$ cat src/rtl/core/piola_mapping_unit_macros.svh
// ----------------------------------------------------------------------------
// Piola mapping unit assertion macros
// Concurrent checks clocked on clk_i and disabled while rst_ni is low.
// ----------------------------------------------------------------------------
`ifndef PIOLA_MAPPING_UNIT_MACROS_SVH
`define PIOLA_MAPPING_UNIT_MACROS_SVH

`ifndef SYNTHESIS
// Check that prop holds at every edge.
`define PMU_ASSERT(name, prop, msg) \
  name: assert property (@(posedge clk_i) disable iff (!rst_ni) (prop)) else $error(msg);
// Check that cons holds in the cycle after ante.
`define PMU_ASSERT_NEXT(name, ante, cons, msg) \
  name: assert property (@(posedge clk_i) disable iff (!rst_ni) (ante) |=> (cons)) \
    else $error(msg);
`else
`define PMU_ASSERT(name, prop, msg)
`define PMU_ASSERT_NEXT(name, ante, cons, msg)
`endif

`endif

$ cat src/rtl/core/piola_pkg.sv
// ----------------------------------------------------------------------------
// Piola mapping package
// Shared constants, codes and types of the Piola mapping unit.
// ----------------------------------------------------------------------------
package piola_pkg;

  localparam int MaxDim   = 3;
  localparam int FracBits = 16;
  localparam int ValW     = 32;
  localparam int IdxW     = 2;
  // rounded products stay within 2^46 in magnitude, three of them below 2^48
  localparam int AccW     = 50;
  localparam int CntW     = 4;

  localparam logic [2:0] FuncLoadJ   = 3'd0;
  localparam logic [2:0] FuncLoadK   = 3'd1;
  localparam logic [2:0] FuncLoadDet = 3'd2;
  localparam logic [2:0] FuncLoadDat = 3'd3;
  localparam logic [2:0] FuncCompute = 3'd4;

  localparam logic [2:0] KindIdentity = 3'd0;
  localparam logic [2:0] KindCov      = 3'd1;
  localparam logic [2:0] KindContra   = 3'd2;
  localparam logic [2:0] KindDblCov   = 3'd3;
  localparam logic [2:0] KindDblCon   = 3'd4;

  localparam logic [1:0] ErrOk      = 2'd0;
  localparam logic [1:0] ErrZeroDet = 2'd1;
  localparam logic [1:0] ErrSat     = 2'd2;

  localparam logic [1:0] RegMapKind = 2'd0;
  localparam logic [1:0] RegGeoDim  = 2'd1;
  localparam logic [1:0] RegTopoDim = 2'd2;

  typedef struct packed {
    logic            done;
    logic            sat;
    logic [ValW-1:0] value;
  } div_rsp_t;

endpackage

$ cat src/rtl/core/piola_divider.sv
// ----------------------------------------------------------------------------
// Piola fixed-point divider
// Computes n * 2^FracBits / d rounded half away from zero, saturated to 32 bits,
// one quotient bit per cycle.
// ----------------------------------------------------------------------------
module piola_divider import piola_pkg::*; (
  input  logic                   clk_i,
  input  logic                   rst_ni,
  input  logic                   start_i,
  input  logic signed [AccW-1:0] num_i,
  input  logic signed [ValW-1:0] den_i,
  output div_rsp_t               rsp_o
);

  localparam int NumW = AccW + FracBits;
  localparam int StepW = $clog2(ValW + 1);

  logic              busy_q;
  logic [StepW-1:0]  cnt_q;
  logic [ValW-1:0]   rem_q, nlo_q, quo_q, md_q;
  logic              neg_q, ovf_q;

  logic [AccW-1:0]   mn;
  logic [ValW-1:0]   md;
  logic [NumW-1:0]   num_full;
  logic [NumW-ValW-1:0] num_hi;
  logic [ValW:0]     trial;
  logic              ge;

  assign mn       = num_i[AccW-1] ? AccW'(-num_i) : AccW'(num_i);
  assign md       = den_i[ValW-1] ? ValW'(-den_i) : ValW'(den_i);
  assign num_full = {mn, {FracBits{1'b0}}} + NumW'(md >> 1);
  assign num_hi   = num_full[NumW-1:ValW];

  assign trial = {rem_q, nlo_q[ValW-1]};
  assign ge    = trial >= {1'b0, md_q};

  always_ff @(posedge clk_i or negedge rst_ni) begin
    if (!rst_ni) begin
      busy_q <= 1'b0;
      cnt_q  <= '0;
    end else if (start_i) begin
      busy_q <= 1'b1;
      cnt_q  <= StepW'(ValW);
    end else if (busy_q) begin
      if (cnt_q == '0) begin
        busy_q <= 1'b0;
      end else begin
        cnt_q <= cnt_q - 1'b1;
      end
    end
  end

  always_ff @(posedge clk_i) begin
    if (start_i) begin
      md_q  <= md;
      neg_q <= num_i[AccW-1] != den_i[ValW-1];
      ovf_q <= num_hi >= (NumW-ValW)'(md);
      rem_q <= num_hi[ValW-1:0];
      nlo_q <= num_full[ValW-1:0];
      quo_q <= '0;
    end else if (busy_q && cnt_q != '0) begin
      rem_q <= ge ? ValW'(trial - {1'b0, md_q}) : trial[ValW-1:0];
      nlo_q <= {nlo_q[ValW-2:0], 1'b0};
      quo_q <= {quo_q[ValW-2:0], ge};
    end
  end

  localparam logic [ValW-1:0] MinMag = {1'b1, {(ValW-1){1'b0}}};
  localparam logic [ValW-1:0] MaxPos = {1'b0, {(ValW-1){1'b1}}};

  always_comb begin
    rsp_o.done  = busy_q && cnt_q == '0;
    rsp_o.sat   = 1'b0;
    rsp_o.value = '0;
    if (ovf_q) begin
      rsp_o.sat   = 1'b1;
      rsp_o.value = neg_q ? MinMag : MaxPos;
    end else if (neg_q) begin
      if (quo_q > MinMag) begin
        rsp_o.sat   = 1'b1;
        rsp_o.value = MinMag;
      end else begin
        rsp_o.value = ValW'(-quo_q);
      end
    end else if (quo_q > MaxPos) begin
      rsp_o.sat   = 1'b1;
      rsp_o.value = MaxPos;
    end else begin
      rsp_o.value = quo_q;
    end
  end

endmodule
$ cat config.mk
export PLATFORM = sky130hd
export DESIGN_NAME = piola_divider
export DESIGN_NICKNAME = d
export VERILOG_FILES = /design/src/rtl/core/piola_mapping_unit_macros.svh /design/src/rtl/core/piola_pkg.sv /design/src/rtl/core/piola_divider.sv
export SDC_FILE = /design/constraint.sdc
export NUM_CORES = 1
export LEC_CHECK = 0
export BUFFER_PORTS_ARGS = -buffer_cell sky130_fd_sc_hd__buf_2
export CAP_MARGIN = 20
export CORE_ASPECT_RATIO = 1.5
export CORE_MARGIN = 3
export CORE_UTILIZATION = 55
export CTS_CLUSTER_DIAMETER = 200
export CTS_CLUSTER_SIZE = 20
export DETAILED_ROUTE_END_ITERATION = 8
export PLACE_DENSITY = 0.78
export SLEW_MARGIN = 15
export SYNTH_ARGS = -nofsm -noshare
export SYNTH_HDL_FRONTEND = slang
export SYNTH_SLANG_ARGS = --single-unit
export TNS_END_PERCENT = 100
$ cat constraint.sdc
create_clock -name clk_i -period 4.5 [get_ports clk_i]
set_clock_uncertainty 0.05 [all_clocks]
set_input_delay 0.45 -clock clk_i [delete_from_list [all_inputs] [get_ports clk_i]]
set_output_delay 0.45 -clock clk_i [all_outputs]
set_load 0.01 [all_outputs]
; After elaboration in Yosys (flattened, before gate mapping)
; Cells that the tools add are included.
[totals]
reg_bits = 137
inputBits = 85
[classes]
n_addsub = 6
order_cmp = 4
eq_ne = 2
mux = 20
n_reduce_logical = 7
[ops]
columns = op, count
row1 = $mux 32, 9
row2 = $add 66x31->66, 1
row3 = $mux 33, 2
row4 = $neg 32->32, 2
row5 = $mux 50, 1
row6 = $neg 50->50, 1
row7 = $ge 34x32->1, 1
row8 = $ge 33x32->1, 1
row9 = $gt 32x31->1 const B, 1
row10 = $gt 32x32->1 const B, 1
row11 = $sub 32x32->32, 1
row12 = $mux 6, 3
row13 = $logic_not 6->1, 1
row14 = $reduce_bool 6->1, 1
row15 = $sub 6x1->6 const B, 1
row16 = $mux 1, 5
row17 = $reduce_bool 2->1, 2
row18 = $logic_and 1x1->1, 2
row19 = $ne 2x2->1 const B, 1
row20 = $reduce_and 2->1, 1
row21 = $ne 1x1->1, 1

; Depth between registers and ports, before layout
[depth]
depth_word = 4
depth_mapped = 31
ltp_nobuf = 30

; Worst setup path before layout
; OpenSTA, ideal clock, no wires.
[synth_path]
kind = input to register
start = input den_i[0]
end = register ovf_q, data pin
setup_ns = 0.271
arrival_time_ns = 6.505
required_time_ns = 4.179
path_slack_ns = -2.326
path_stages = 30
n_path_buf = 1
cell_sequence = inv_1 -> ha_1 -> or4b_1 -> or4_4 -> or2_2 -> o21ai_0 -> xor2_1 -> inv_1 -> ha_1 -> a21o_1 -> a21oi_1 -> nand2b_1 -> a21oi_1 -> a31o_1 -> maj3_2 -> a21bo_2 -> buf_6 -> nand3_1 -> xor2_1 -> ha_1 -> a21o_1 -> a21o_1 -> a21oi_1 -> o21a_1 -> o211ai_1 -> a2111oi_0 -> o21bai_1 -> maj3_1 -> a21oi_1 -> o211ai_1
[synth_between]
elab_chain_len = 4
[synth_lines]
columns = item, line_no
row1 = "start, declared", piola_divider.sv:11  ; input logic signed [ValW-1:0] den_i,
row2 = $neg 32->32 *, piola_divider.sv:31  ; assign md = den_i[ValW-1] ? ValW'(-den_i) : ValW'(den_i);
row3 = $mux 32 *, piola_divider.sv:31
row4 = net md[18], piola_divider.sv:24  ; logic [ValW-1:0] md;
row5 = $add 66x31->66, piola_divider.sv:32  ; assign num_full = {mn, {FracBits{1'b0}}} + NumW'(md >> 1);
row6 = $ge 34x32->1 *, piola_divider.sv:58  ; ovf_q <= num_hi >= (NumW-ValW)'(md);
row7 = "end signal, assigned", piola_divider.sv:58
row8 = "end, declared", piola_divider.sv:21  ; logic neg_q, ovf_q;
; The timed path passes the listed nets; every way through them passes the cells marked *.
; A chain may end at the register's enable or synchronous reset.

; Final worst setup path
[layout_path]
start = input den_i[1]
end = register ovf_q, data pin
[layout_between]
elab_chain_len = 4
[layout_lines]
columns = item, line_no
row1 = $neg 32->32, piola_divider.sv:31
row2 = $mux 32 *, piola_divider.sv:31
row3 = $add 66x31->66, piola_divider.sv:32
row4 = $ge 34x32->1 *, piola_divider.sv:58
; Every way passes the cells marked *; elsewhere a longest branch is shown, timed or not.

==> qor.csv <==
metric;value;unit
status;complete, but fails checks;
failing checks;setup timing;
setup ws final;-2.90;ns
cell count after synthesis;1464;
Synth area leaders;edfxtp_1, ha_1, a21oi_1, xor2_1, xnor2_1;
post-synth net total;1633;
Vias/cell;6.43;
# setup viols final;47;
Yosys top cell by area;edfxtp_1;
clock latency at the later pin of the worst-skew pair;0.44;ns
initial DRC count;1561;
PwrDens;471;nW/um^2
met1 Usage GRT;37.4;%
Pre-antenna DRT Iters;6;
fraction of layout cells with a size suffix above 1;38.0;%
Die Y;188;um
largest net degree at the start of global routing;91;
worst-margin pin slew;1.15;ns
DP HPWL;29700;um
Synth Cell Area;12200;sq um
share of the synthesized area in the top cell type;24.1;%
vias in the first global route;13811;
first-pass GRT wire length;70100;um
core footprint;21700;sq um
Post-synth ARST share;5.11;%
Reg clk slew, reported paths;0.06;ns
GR Layer Usage met2;64.2;%
H-tree Lvls;4;
clock buffer depth;2;
LEAKAGE;7.88;nW
Worst Path Max Fanout;6;
Post-synth top flop;edfxtp_1;
DP Worst Slack;-2.59;ns
Initial Util;56.2;%
Diodes inserted;0;
Post-Route Setup TNS;-29.41;ns
CTS Buf Count;17;
Max-cap violations;0;
fin nets;2079;
Fill cells;1165;
WP data arrival;7.50;ns
port buffer count;118;
initial antenna violation count;1;
Num Clock Sinks;137;
total track usage;36.8;%
number of enable flip-flop cells after synthesis;98;
CP Class;input port to register;
CP Data Required Time;4.60;ns
Distinct cells, synth;88;
Residual DRC;0;
Peak supply drop;329;uV
fin crit share;164;%
busiest grt layer;met2;
die area;24100;sq um
CP Capture Type;register;
unrepaired setup endpoints after global routing;true;
Via Count;14112;
IO Pins;119;
ANT nets after route;0;
Row Count;66;
Hold Crit Class;input port to register;
Final Util;81.5;%
Hold Vio Cnt, Final;0;
synth warn;0;
gr ovfl total;0;
routed wire length;50800;um
post-synthesis register bit count;137;
mean post-synth cell area;8.34;sq um
Avg WL per Cell;23.2;um
GR Layer Usage met3;7.43;%
Max-slew headroom;23.1;%
CTS tree;done;
synthesis-to-layout area growth;45.0;%
routability congestion estimate from global placement;1.00;
root buffer cell;clkbuf_16;
sequential element share of the synthesized area;30.8;%
minimum clock period;7.40;ns
max-slew violations;0;
Fmax;135;MHz
die width;128;um
startpoint types;input port;
[logic make-up (layout without fill, tap and decap cells)]
group,Yosys count,after routing,share of synthesized area (%)
and+or+nand+nor,484,484,20.2
AOI/OAI and AO/OA,415,415,21.6
buffers and inverters,165,624,5.26
xor gates and xnor gates,155,155,11.2
DFF,137,137,30.8
adders and majority gates,86,86,8.90
muxes,22,22,1.95
[sequential cells by signal, indices dropped and copies added (netlist names)]
signal	cells
busy_q	1
nlo_q	32
cnt_q	6
ovf_q	1
rem_q	32
quo_q	32
neg_q	1
md_q	32
[through the flow]
| step | total power, mW | hold WS (ns) | area (sq um) | cells |
|---|---|---|---|---|
| final | 8.33 | 0.318 | 17700 | 2195 |
| after global routing | 8.75 | 0.321 | 17700 | 2195 |
| after CTS | 7.67 | 0.297 | 16900 | 2181 |
| after detailed placement | 5.95 | 0.240 | 15400 | 2091 |
| after global placement | 5.80 | 0.240 | 15400 | 2091 |
| after floorplan | 4.68 | 0.104 | 12400 | 1464 |
[cell type report]
cell class,instances,area [sq um],share of cell area (%)
sequential,137,3760,21.2
inverter,93,367,2.07
tap,272,340,1.92
multi-input combinational,1162,8930,50.5
timing repair buffer,499,3720,21.0
clock inverter,14,155,0.876
clock buffer,18,429,2.42
[cells in the final DEF (no fill, tap or decap), types with 61 or more instances in the layout]
cell and count:
a21oi_1 131, buf_2 115, buf_4 329, edfxtp_1 98
ha_1 76, inv_1 86, nand2_1 137, nor2_1 90
o21ai_0 67, xor2_1 61
[cell usage after synthesis, types with 11 or more instances]
cell,n
nand2_1,156
a21oi_1,146
nor2_1,100
edfxtp_1,98
o21ai_0,95
inv_1,92
ha_1,82
xor2_1,78
xnor2_1,76
clkbuf_1,58
nor3_1,36
a21o_1,34
dfxtp_1,32
nand3_1,25
o31ai_1,23
or3_1,22
nand4_1,18
nor2b_1,18
o41ai_1,18
nand2b_1,17
nor4_1,17
mux2_2,14
o211a_1,14
or2_2,14
or4_1,11
[worst max-delay path: stages]
cell and delay (ns):
buf_12 0.11, inv_12 0.04, ha_4 0.12, or4b_4 0.47
or4_4 0.65, buf_6 0.16, buf_4 0.13, o41ai_4 0.45
xnor2_1 0.25, ha_1 0.38, a21oi_1 0.11, nor2b_1 0.50
a311oi_4 0.13, o311a_4 0.38, nor2b_4 0.23, nand2_2 0.10
xnor2_2 0.14, ha_1 0.20, a21o_1 0.17, a21o_1 0.17
a21oi_1 0.59, o21a_1 0.28, o211ai_1 0.14, a2111oi_2 0.45
o21bai_1 0.14, maj3_2 0.33, a21oi_2 0.12, o211ai_1 0.10
[power by group]
group / leakage, nW / total, mW / internal (mW) / switching (mW)
clock: 0.276 / 1.44 / 0.863 / 0.572
sequential: 1.35 / 2.01 / 1.80 / 0.214
combinational: 6.26 / 4.89 / 2.13 / 2.76
total: 7.88 / 8.33 / 4.79 / 3.55
[what timing repair did]
item,in CTS,in global routing
hold buffers,1,0
pin swaps,58,60
setup buffers,65,46
resized for setup,122,146
hold endpoints to repair,7,0
endpoints found under the setup margin,69,71
[layer usage]
metal	wire (um)	vias to the layer above	part of all wire [%]
met5	15	-	0.030
li1	-	6212	-
met1	16200	6535	32
met4	5950	2	12
met3	4570	383	9.0
met2	24100	980	47
[path summary, 6_finish.rpt]
| check | startpoint | to | slack [ns] | depth (start not counted) |
|---|---|---|---|---|
| worst max-delay path | den_i[1] | ovf_q | -2.90 | 28 |
| worst min-delay path | den_i[0] | md_q[0] | 0.32 | 2 |
| worst max register to register | nlo_q[31] | rem_q[30] | 0.22 | 14 |
| worst min register to register | quo_q[26] | quo_q[26] | 0.46 | 2 |
| max in group asynchronous | rst_ni | cnt_q[5] | 3.88 | 2 |
| min in group asynchronous | rst_ni | cnt_q[0] | 0.36 | 2 |
(Power assumes the default switching activity.)
